File: src/tcpg_pkg.sv
`timescale 1ns / 1ps
`default_nettype none

package tcpg_pkg;

  // port widths
  localparam int unsigned COUNT_W   = 32;
  localparam int unsigned PACK_ID_W = 5;
  localparam int unsigned FRAMES_W  = 7;
  localparam int unsigned SECONDS_W = 7;
  localparam int unsigned MINUTES_W = 7;
  localparam int unsigned HOURS_W   = 6;

  // pack constants
  localparam logic [PACK_ID_W-1:0] TC_PACK_ID = 5'h13;
  localparam logic [FRAMES_W-1:0]  DROP_FLAG  = 7'h40;

  // drop-frame divisors, halved since the doubled count is always even
  localparam int unsigned FRAMES_PER_MIN_DROP     = 60 * 30 - 2;
  localparam int unsigned FRAMES_PER_TEN_MIN_DROP = 10 * 60 * 30 - 18;
  localparam int unsigned HALF_MIN_DROP           = FRAMES_PER_MIN_DROP / 2;
  localparam int unsigned HALF_TEN_MIN_DROP       = FRAMES_PER_TEN_MIN_DROP / 2;

  localparam int unsigned RATE_PAL      = 25;
  localparam int unsigned RATE_NTSC     = 30;
  localparam int unsigned SEC_PER_MIN   = 60;
  localparam int unsigned HOURS_PER_DAY = 24;

  // two-digit bcd for values below 64; v*13>>7 equals v/10 there
  function automatic logic [6:0] bcd2(input logic [5:0] v);
    logic [9:0] prod;
    logic [2:0] tens;
    logic [5:0] diff;
    prod = 10'(v) * 10'd13;
    tens = prod[9:7];
    diff = v - 6'(6'(tens) * 6'd10);
    return {tens, diff[3:0]};
  endfunction

endpackage

`default_nettype wire

File: src/dv_timecode_pack_generator_unit.sv
`timescale 1ns / 1ps
`default_nettype none

// dv timecode pack generator: turns a running frame count into the five-byte
// dv subcode timecode pack (id 0x13, then bcd frames, seconds, minutes and
// hours mod 24). with in_is_fifty_hz low the count is first converted to a
// 30 fps drop-frame count, n + 2n/1798 - 2(n+2)/17982 in wrapping 32-bit math.
// a request is taken whenever start is high; busy is always low, so a new
// request may enter every cycle. each request gives exactly one result,
// shown on the out_ ports for a single cycle with out_valid high, after the
// request has passed through every pipeline stage. the receiver cannot hold
// results off and none is needed: the pipeline never stalls. the stages are
// an input register, the two drop-frame dividers side by side (two stages),
// the register holding the adjusted count, four chained constant dividers
// of two stages each (frame rate, seconds, minutes, hours) and the output
// register.
module dv_timecode_pack_generator_unit (
  input  wire logic                              clk,
  input  wire logic                              rst_n,
  input  wire logic                              start,
  output logic                                   busy,
  input  wire logic [tcpg_pkg::COUNT_W-1:0]      in_frame_count,
  input  wire logic                              in_is_fifty_hz,
  output logic                                   out_valid,
  output logic      [tcpg_pkg::PACK_ID_W-1:0]    out_pack_id,
  output logic      [tcpg_pkg::FRAMES_W-1:0]     out_frames_byte,
  output logic      [tcpg_pkg::SECONDS_W-1:0]    out_seconds_byte,
  output logic      [tcpg_pkg::MINUTES_W-1:0]    out_minutes_byte,
  output logic      [tcpg_pkg::HOURS_W-1:0]      out_hours_byte
);

  import tcpg_pkg::*;

  // register stages from input to output
  localparam int unsigned LAT = 13;

  // valid bits, one per stage
  logic [LAT-1:0] vld_r;
  logic [LAT-1:0] vld_nxt;

  // stage 0: input capture, n+2 for the ten-minute term
  logic [31:0] n0_r;
  logic [30:0] np0_r;
  logic        pal0_r;
  logic [31:0] np2_full;

  // stages 1-2: count and mode ride along with the drop-frame dividers
  logic [31:0] n1_r, n2_r;
  logic        pal1_r, pal2_r;
  logic [30:0] a_q, b_q;
  logic [9:0]  a_r_unused;
  logic [13:0] b_r_unused;

  // stage 3: adjusted count
  logic [31:0] nadj_r;
  logic [31:0] nadj_nxt;
  logic        pal3_r;

  // rate divider out at stage 5
  logic [31:0] q1;
  logic [4:0]  fr5;
  // seconds divider out at stage 7
  logic [27:0] q2;
  logic [5:0]  sec7;
  logic [4:0]  fr6_r, fr7_r;
  // minutes divider out at stage 9
  logic [21:0] q3;
  logic [5:0]  min9;
  logic [4:0]  fr8_r, fr9_r;
  logic [5:0]  sec8_r, sec9_r;
  // hours divider out at stage 11
  logic [15:0] hq_unused;
  logic [4:0]  hr11;
  logic [4:0]  fr10_r, fr11_r;
  logic [5:0]  sec10_r, sec11_r;
  logic [5:0]  min10_r, min11_r;

  // output stage
  logic [FRAMES_W-1:0]  frames_r;
  logic [SECONDS_W-1:0] seconds_r;
  logic [MINUTES_W-1:0] minutes_r;
  logic [HOURS_W-1:0]   hours_r;

  assign busy = 1'b0;

  // valid pipeline
  assign vld_nxt = {vld_r[LAT-2:0], start};

  always_ff @(posedge clk) begin
    if (!rst_n) begin
      vld_r <= '0;
    end else begin
      vld_r <= vld_nxt;
    end
  end

  assign np2_full = in_frame_count + 32'd2;

  always_ff @(posedge clk) begin
    n0_r   <= in_frame_count;
    np0_r  <= np2_full[30:0];
    pal0_r <= in_is_fifty_hz;
    n1_r   <= n0_r;
    pal1_r <= pal0_r;
    n2_r   <= n1_r;
    pal2_r <= pal1_r;
  end

  // the doubled count wraps to 2*(n mod 2^31), so /1798 is (n mod 2^31)/899
  tcpg_cdiv #(
    .W  (31),
    .D0 (HALF_MIN_DROP),
    .D1 (HALF_MIN_DROP)
  ) u_div_min (
    .clk    (clk),
    .in_x   (n0_r[30:0]),
    .in_sel (1'b0),
    .out_q  (a_q),
    .out_r  (a_r_unused)
  );

  tcpg_cdiv #(
    .W  (31),
    .D0 (HALF_TEN_MIN_DROP),
    .D1 (HALF_TEN_MIN_DROP)
  ) u_div_ten_min (
    .clk    (clk),
    .in_x   (np0_r),
    .in_sel (1'b0),
    .out_q  (b_q),
    .out_r  (b_r_unused)
  );

  // drop-frame adjustment, wrapping
  assign nadj_nxt = pal2_r ? n2_r : (n2_r + {1'b0, a_q} - {1'b0, b_q});

  always_ff @(posedge clk) begin
    nadj_r <= nadj_nxt;
    pal3_r <= pal2_r;
  end

  // frames per second: 30 when sel low, 25 when high
  tcpg_cdiv #(
    .W  (32),
    .D0 (RATE_NTSC),
    .D1 (RATE_PAL)
  ) u_div_rate (
    .clk    (clk),
    .in_x   (nadj_r),
    .in_sel (pal3_r),
    .out_q  (q1),
    .out_r  (fr5)
  );

  // seconds count is below 2^28 at 25 fps and up
  tcpg_cdiv #(
    .W  (28),
    .D0 (SEC_PER_MIN),
    .D1 (SEC_PER_MIN)
  ) u_div_sec (
    .clk    (clk),
    .in_x   (q1[27:0]),
    .in_sel (1'b0),
    .out_q  (q2),
    .out_r  (sec7)
  );

  tcpg_cdiv #(
    .W  (22),
    .D0 (SEC_PER_MIN),
    .D1 (SEC_PER_MIN)
  ) u_div_min_of_hr (
    .clk    (clk),
    .in_x   (q2[21:0]),
    .in_sel (1'b0),
    .out_q  (q3),
    .out_r  (min9)
  );

  tcpg_cdiv #(
    .W  (16),
    .D0 (HOURS_PER_DAY),
    .D1 (HOURS_PER_DAY)
  ) u_div_hours (
    .clk    (clk),
    .in_x   (q3[15:0]),
    .in_sel (1'b0),
    .out_q  (hq_unused),
    .out_r  (hr11)
  );

  // remainders ride along until hours are known
  always_ff @(posedge clk) begin
    fr6_r   <= fr5;
    fr7_r   <= fr6_r;
    fr8_r   <= fr7_r;
    fr9_r   <= fr8_r;
    fr10_r  <= fr9_r;
    fr11_r  <= fr10_r;
    sec8_r  <= sec7;
    sec9_r  <= sec8_r;
    sec10_r <= sec9_r;
    sec11_r <= sec10_r;
    min10_r <= min9;
    min11_r <= min10_r;
  end

  // bcd conversion and drop flag
  always_ff @(posedge clk) begin
    frames_r  <= bcd2({1'b0, fr11_r}) | DROP_FLAG;
    seconds_r <= bcd2(sec11_r);
    minutes_r <= bcd2(min11_r);
    hours_r   <= HOURS_W'(bcd2({1'b0, hr11}));
  end

  assign out_valid        = vld_r[LAT-1];
  assign out_pack_id      = TC_PACK_ID;
  assign out_frames_byte  = frames_r;
  assign out_seconds_byte = seconds_r;
  assign out_minutes_byte = minutes_r;
  assign out_hours_byte   = hours_r;

  // every request gives one result after the fixed latency
  a_req_to_result: assert property (@(posedge clk) disable iff (!rst_n)
    (start && !busy) |-> ##13 out_valid)
    else $error("request without result");

  // no result without a request
  a_no_spurious: assert property (@(posedge clk) disable iff (!rst_n)
    !(start && !busy) |-> ##13 !out_valid)
    else $error("result without request");

  // hours digits stay within 00 to 23
  a_hours_range: assert property (@(posedge clk) disable iff (!rst_n)
    out_valid |-> (out_hours_byte[3:0] <= 4'd9) &&
                  ((out_hours_byte[5:4] < 2'd2) || (out_hours_byte[3:0] < 4'd4)))
    else $error("hours out of range");

  // minutes and seconds digits stay within 00 to 59
  a_min_sec_range: assert property (@(posedge clk) disable iff (!rst_n)
    out_valid |-> (out_minutes_byte[6:4] < 3'd6) && (out_minutes_byte[3:0] <= 4'd9) &&
                  (out_seconds_byte[6:4] < 3'd6) && (out_seconds_byte[3:0] <= 4'd9))
    else $error("minutes or seconds out of range");

endmodule

`default_nettype wire

File: src/tcpg_cdiv.sv
`timescale 1ns / 1ps
`default_nettype none

// two-stage divide by one of two constants: reciprocal multiply, then one correction
module tcpg_cdiv #(
  parameter int unsigned W  = 32,
  parameter int unsigned D0 = 30,
  parameter int unsigned D1 = 25,
  localparam int unsigned DMAX = (D0 > D1) ? D0 : D1,
  localparam int unsigned RW   = $clog2(DMAX)
) (
  input  wire logic          clk,
  input  wire logic [W-1:0]  in_x,
  input  wire logic          in_sel,
  output logic      [W-1:0]  out_q,
  output logic      [RW-1:0] out_r
);

  localparam longint unsigned M0 = (64'd1 << W) / D0;
  localparam longint unsigned M1 = (64'd1 << W) / D1;

  logic [W-1:0]   m_sel;
  logic [2*W-1:0] prod;
  logic [W-1:0]   x_r;
  logic [W-1:0]   q_est_r;
  logic           sel_r;

  logic [W-1:0]   d_sel;
  logic [W-1:0]   qd;
  logic [W-1:0]   diff;
  logic           corr;
  logic [W-1:0]   q_nxt;
  logic [W-1:0]   r_nxt;
  logic [W-1:0]   q_r;
  logic [RW-1:0]  r_r;

  // estimate is the quotient or one below it
  assign m_sel = in_sel ? W'(M1) : W'(M0);
  assign prod  = (2*W)'(in_x) * (2*W)'(m_sel);

  always_ff @(posedge clk) begin
    x_r     <= in_x;
    q_est_r <= prod[2*W-1:W];
    sel_r   <= in_sel;
  end

  assign d_sel = sel_r ? W'(D1) : W'(D0);
  assign qd    = q_est_r * d_sel;
  assign diff  = x_r - qd;
  assign corr  = (diff >= d_sel);
  assign q_nxt = corr ? q_est_r + W'(1) : q_est_r;
  assign r_nxt = corr ? diff - d_sel : diff;

  always_ff @(posedge clk) begin
    q_r <= q_nxt;
    r_r <= r_nxt[RW-1:0];
  end

  assign out_q = q_r;
  assign out_r = r_r;

endmodule

`default_nettype wire

File: config.mk
export PLATFORM = sky130hd
export DESIGN_NAME = dv_timecode_pack_generator_unit
export DESIGN_NICKNAME = d
export VERILOG_FILES = /design/src/tcpg_pkg.sv /design/src/dv_timecode_pack_generator_unit.sv /design/src/tcpg_cdiv.sv
export SDC_FILE = /design/constraint.sdc
export NUM_CORES = 2
export LEC_CHECK = 0
export BUFFER_PORTS_ARGS = -buffer_cell sky130_fd_sc_hd__buf_2
export CAP_MARGIN = 20
export CORE_ASPECT_RATIO = 1.75
export CORE_MARGIN = 8
export CORE_UTILIZATION = 25
export DETAILED_ROUTE_END_ITERATION = 12
export GPL_ROUTABILITY_DRIVEN = 1
export PLACE_DENSITY = 0.5
export SYNTH_ARGS = -nofsm -noshare
export SYNTH_HDL_FRONTEND = slang
export SYNTH_SLANG_ARGS = --single-unit
File: constraint.sdc
create_clock -name clk -period 9.1 [get_ports clk]
set_input_delay 2.73 -clock clk [delete_from_list [all_inputs] [get_ports clk]]
set_output_delay 2.73 -clock clk [all_outputs]
set_load 0.05 [all_outputs]
; After elaboration in Yosys (flattened, before gate mapping)
; Index checks and enable logic that the tools add are counted.
[word_totals]
register_bits = 729
in_bits = 36
out_inout_bits = 34
[op_classes]
add_sub_neg = 22
n_mul = 20
magnitude_cmp = 6
mux = 12
[ops]
columns = op, count
row1 = 32-bit by 32-bit multiplier with 64-bit output, 1
row2 = "31-bit by 1-bit adder with 31-bit output, second input constant", 2
row3 = 31-bit two-way mux, 2
row4 = 31-bit subtractor, 2
row5 = "31-bit by 22-bit multiplier with 53-bit output, second input constant", 1
row6 = "28-bit by 21-bit multiplier with 49-bit output, second input constant", 1
row7 = "31-bit by 10-bit multiplier with 41-bit output, second input constant", 1
row8 = "22-bit by 17-bit multiplier with 39-bit output, second input constant", 1
row9 = 32-bit by 31-bit adder with 32-bit output, 1
row10 = 32-bit by 5-bit >= comparator with 1-bit output, 1
row11 = 32-bit by 5-bit multiplier with 32-bit output, 1
row12 = 32-bit two-way mux, 1
row13 = 32-bit by 31-bit subtractor with 32-bit output, 1
row14 = 32-bit subtractor, 1
row15 = "31-bit by 2-bit adder with 31-bit output, second input constant", 1
row16 = "31-bit by 10-bit >= comparator with 1-bit output, second input constant", 1
row17 = "31-bit by 14-bit >= comparator with 1-bit output, second input constant", 1
row18 = "31-bit by 10-bit multiplier with 31-bit output, second input constant", 1
row19 = "31-bit by 14-bit multiplier with 31-bit output, second input constant", 1
row20 = "28-bit by 1-bit adder with 28-bit output, second input constant", 1
row21 = "28-bit by 6-bit >= comparator with 1-bit output, second input constant", 1
row22 = 28-bit two-way mux, 1
row23 = 28-bit subtractor, 1
row24 = "16-bit by 11-bit multiplier with 27-bit output, second input constant", 1
row25 = other kinds (23), 33

; Longest topological paths before layout
[depth]
word_depth = 5
ltp_mapped = 33
mapped_depth_nobuf = 31

; Modules after synthesis
; A second synthesis with hierarchy kept.
[unflattened]
cells_unflattened = 9748
area_unflattened_um2 = 93220.7
[modules_own_cells]
columns = mod, instances, cells_each, area_each_um2
row1 = tcpg_cdiv at u_div_rate, 1, 2793, 26047.5
row2 = tcpg_cdiv at u_div_min, 1, 1878, 18205.0
row3 = tcpg_cdiv at u_div_ten_min, 1, 1514, 14256.2
row4 = tcpg_cdiv at u_div_sec, 1, 1268, 11692.5
row5 = dv_timecode_pack_generator_unit, 1, 972, 10465.0
row6 = tcpg_cdiv at u_div_min_of_hr, 1, 781, 7432.1
row7 = tcpg_cdiv at u_div_hours, 1, 542, 5122.4

; Worst setup path after synthesis
; OpenSTA, ideal clock, no wires.
[synth_timing]
path_kind = reg2reg
from = register pal3_r
to = register u_div_rate.q_est_r[29]
arrival_time_ps = 7522
required_time_ps = 8984
setup_slack_ps = 1462
path_stages_with_launch = 31
path_buffers = 3
cell_sequence = dfxtp_1 clkbuf_1 clkbuf_1 clkbuf_1 nand2_1 inv_1 ha_1 inv_1 fa_1 inv_1 fa_1 fa_1 fa_1 fa_1 inv_1 fa_1 inv_1 ha_1 a21o_1 a21o_1 a21oi_1 nand2_1 a311oi_1 nand4b_1 a21oi_1 o311a_1 o211a_1 o31ai_1 a211o_1 a31oi_1 a41o_1
[synth_via]
elab_chain_len = 2
[synth_lines]
columns = item, line_no
row1 = start: declaration, dv_timecode_pack_generator_unit.sv:57  ; logic pal3_r;
row2 = start signal: assignment, dv_timecode_pack_generator_unit.sv:139  ; pal3_r <= pal2_r;
row3 = 26-bit two-way mux, tcpg_cdiv.sv:38  ; assign m_sel = in_sel ? W'(M1) : W'(M0);
row4 = 32-bit by 32-bit multiplier with 64-bit output, tcpg_cdiv.sv:39  ; assign prod = (2*W)'(in_x) * (2*W)'(m_sel);
row5 = named net u_div_rate.prod[61], tcpg_cdiv.sv:23  ; logic [2*W-1:0] prod;
row6 = end signal: assignment, tcpg_cdiv.sv:43  ; q_est_r <= prod[2*W-1:W];
row7 = end: declaration, tcpg_cdiv.sv:25  ; logic [W-1:0] q_est_r;
; The timed path passes the listed nets, and every way through them passes these cells.
; A chain may end at the register's enable or synchronous reset.

; Final worst setup path
[layout_timing]
from = register pal3_r
to = register u_div_rate.q_est_r[28]
; The elaborated chain is that of the path after synthesis.

==> run_results.csv <==
group,metric,value,unit
die,io_pins,70,
clocking,clkSinkCount,649,
clocking,cts_hold_buf,0,
setup_path,crit_slowest_cell,"dfxtp_2",
layout,finalNonFillerCells,13900,
die,die_height,797,µm
layout,areaGrowthSynthToFinish,10.5,%
detailed_routing,drt_pass1_iterations,6,
grt,grt_max_degree,67,
timing,fin_skew,0.0497,ns
setup_path,max_stage_delay,0.74,ns
status,status,"completed",
timing,rsz0062_at_grt,"false",
synthesis,async_flop_share,0,
synthesis,synth_top_flop_cell,"dfxtp_1",
setup_path,r2r_end,"u_div_rate.q_est_r[28]",
clocking,post_cts_resized,0,
worst_hold_path,hold_path.class,"reg2reg",
setup_path,worstSetupPathType,"reg2reg",
timing,timing.final.ws_setup,0.500,ns
synthesis,synth_cells,9033,
placed_design,place_area,93400,µm²
setup_path,critPathMaxFanout,37,
synthesis,synth-seq-area-share,0.149,
timing,relSlewSlack,0.365,
setup_path,arrival,9.19,ns
setup_path,cp-end-kind,"flip-flop",
detailed_routing,remaining_drc_errors,0,
setup_path,r2r_setup_slack,0.50,ns
detailed_routing,drtIter0Drc,1869,
die,rows,287,
detailed_routing,viasPerCell,4.23,
worst_hold_path,min_to,"sec9_r[4]",
detailed_routing,num_vias,58800,
setup_path,reg2reg_from,"pal3_r",
worst_hold_path,min-delay-start,"sec8_r[4]",
layout,final_cell_area,96300,µm²
die,fp.coreArea,348000,µm²
clocking,cts_buffers,80,
synthesis,synth_edf_count,0,
clocking,clk_pin_slew,0.06,ns
clocking,clock_latency,0.73,ns
timing,finalSetupViolCount,0,
timing,finalCritPeriodShare,0.945,
layout,layout-drive-gt1-share,0.0318,
clocking,cts_root_buf,"clkbuf_16",
die,die_area,368000,µm²
grt,grt_pass1_wl,369,mm
grt,grt_overflow,0,
timing,worstMarginPinSlew,0.929,ns
clocking,clockBufferDepth,3,
die,die_w,462,µm
worst_hold_path,hold-path-cell-count,0,
grt,grt_use_met3,0.0118,
placed_design,place.gp.congestion,0.934,
synthesis,yosys.cell_types.count,90,
setup_path,crit_buf_inv,7,
grt,use_met1,0.114,
die,start_util,0.250,
flow_run,maxCapViolations,0,
detailed_routing,antenna_left,0,
setup_path,cp.required,9.69,ns
synthesis,netlist_area,87100,µm²
timing,fin_crit,8.60,ns
clocking,htreeDepth,3,
synthesis,yosys_warnings,0,
setup_path,startpoint_type,"flip-flop",
timing,final-hold-violation-count,0,
detailed_routing,wl_per_cell,17.1,µm
synthesis,ys_ff_latch,649,
placed_design,dp_cells,13700,
layout,fin_nets,12200,
detailed_routing,routed_wl,238,mm
clocking,post_cts_buffers,0,
placed_design,hpwl,211,mm
setup_path,ff2ff_path_depth,27,
clocking,cts_tree,"yes",
placed_design,preCtsSetupSlack,0.464,ns
grt,grt.met2_usage,0.281,
grt,grt_use_total,0.130,
placed_design,port_buffers,62,
grt,antenna_found_initial,3,
grt,grt_pass1_vias,66200,
setup_path,cp_top_family,"adder cells",
timing,clock.fmax,116,MHz
timing,fin_tns_setup,0,ns
grt,grt-busiest-layer,"met2",
timing,slew_violations,0,
synthesis,avgSynthCellArea,9.64,µm²
## final cells by class
class / count / area [µm²]
sequential: 649 / 13000
fill: 37100 / 252000
tap: 4624 / 5790
inverter: 2531 / 9500
clock buffer: 98 / 2200
antenna: 9 / 22.5
multi-input combinational: 5833 / 64500
clock inverter: 48 / 642
timing repair buffer: 106 / 641
## sequential cells by signal, indices dropped and copies added, names as in the netlist, 29 cells and up
name and cells:
n2_r 32, nadj_r 32, u_div_rate.x_r 32, n0_r 31, np0_r 31, u_div_rate.q_est_r 31, u_div_ten_min.x_r 31, u_div_min.x_r 29
## metal layers
metal  vias to the layer above  wire [µm]
li1                      28600          -
met1                     29100      75700
met2                       693     143000
met3                       444       4420
met4                         0      14700
met5                         -          0
## through the flow
| stage | util | hold slack (ns) |
|---|---|---|
| 5_1_grt | 0.277 | 0.329 |
| 4_1_cts | 0.277 | 0.314 |
| 2_1_floorplan | - | 0.310 |
| 3_3_place_gp | 0.268 | 0.310 |
| 3_5_place_dp | 0.268 | 0.312 |
| 6_report | 0.277 | 0.310 |
## how the worst max path moves through the flow
stage	from	to	slack, ns	cells past startpoint
floorplan	pal3_r	u_div_rate.q_est_r[29]	1.46	30
global placement	pal3_r	u_div_rate.q_est_r[29]	0.40	29
detailed placement	pal3_r	u_div_rate.q_est_r[29]	0.46	28
CTS	pal3_r	u_div_rate.q_est_r[29]	0.43	29
global route	pal3_r	u_div_rate.q_est_r[28]	0.15	27
finish	pal3_r	u_div_rate.q_est_r[28]	0.50	27
## cell usage after synthesis, types with 10 or more instances
cell type,number,share of area
inv_1,2531,0.11
ha_1,1736,0.25
fa_1,1276,0.29
dfxtp_1,649,0.15
nand2_1,362,0.016
xnor2_1,303,0.030
nor2_1,280,0.012
a21oi_1,266,0.015
o21ai_0,194,0.011
a21o_1,164,0.014
nand3_1,108,0.0062
nor3_1,96,0.0055
xor2_1,91,0.0092
nor2b_1,83,0.0060
nand2b_1,82,0.0059
clkbuf_1,68,0.0029
nand4_1,65,0.0047
o21a_1,62,0.0053
and2_1,52,0.0037
and3_1,46,0.0033
o21bai_1,39,0.0034
a31oi_1,38,0.0027
a211oi_1,30,0.0026
nor4_1,29,0.0021
or3_1,21,0.0015
o211ai_1,20,0.0017
mux2i_1,19,0.0022
a21boi_0,18,0.0016
o31ai_1,17,0.0015
a2111oi_0,13,0.0013
nor3b_1,13,0.0011
o2111ai_1,13,0.0013
or2_2,13,0.00093
a311oi_1,12,0.0012
and4_1,12,0.0012
nand3b_1,12,0.0010
a31o_2,11,0.0011
a41o_1,11,0.0013
o22ai_1,10,0.00072
o41ai_1,10,0.0010
## kinds of logic (layout without fill, tap and decap cells)
kind of cell / after synthesis / after routing / share of synthesized area
AOI/OAI and AO/OA: 1023 / 1023 / 0.0772
and+or+nand+nor: 1303 / 1303 / 0.0741
DFF: 649 / 649 / 0.149
muxes: 29 / 29 / 0.00348
xor gates and xnor gates: 395 / 395 / 0.0399
other: 2 / 80 / 0.0000862
adders and majority gates: 3012 / 3012 / 0.543
buffers and inverters: 2620 / 2783 / 0.113
## layout by cell type, fill, tap and decap left out, types with 38 or more instances in the layout
cell | synthesis | routed
a21o_1 | 164 | 164
a21oi_1 | 266 | 266
a31oi_1 | 38 | 38
and2_1 | 52 | 52
and3_1 | 46 | 46
buf_2 | 9 | 62
buf_4 | 9 | 44
clkbuf_16 | 0 | 82
conb_1 | 2 | 71
dfxtp_1 | 649 | 646
fa_1 | 1276 | 1276
ha_1 | 1736 | 1736
inv_1 | 2531 | 2531
nand2_1 | 362 | 362
nand2b_1 | 82 | 82
nand3_1 | 108 | 108
nand4_1 | 65 | 65
nor2_1 | 280 | 280
nor2b_1 | 83 | 83
nor3_1 | 96 | 96
o21a_1 | 62 | 62
o21ai_0 | 194 | 194
o21bai_1 | 39 | 39
xnor2_1 | 303 | 303
xor2_1 | 91 | 91
Power is left out: the tool's default activity adds up to more than one toggle a clock period on the data nets, which glitch-free logic cannot reach.
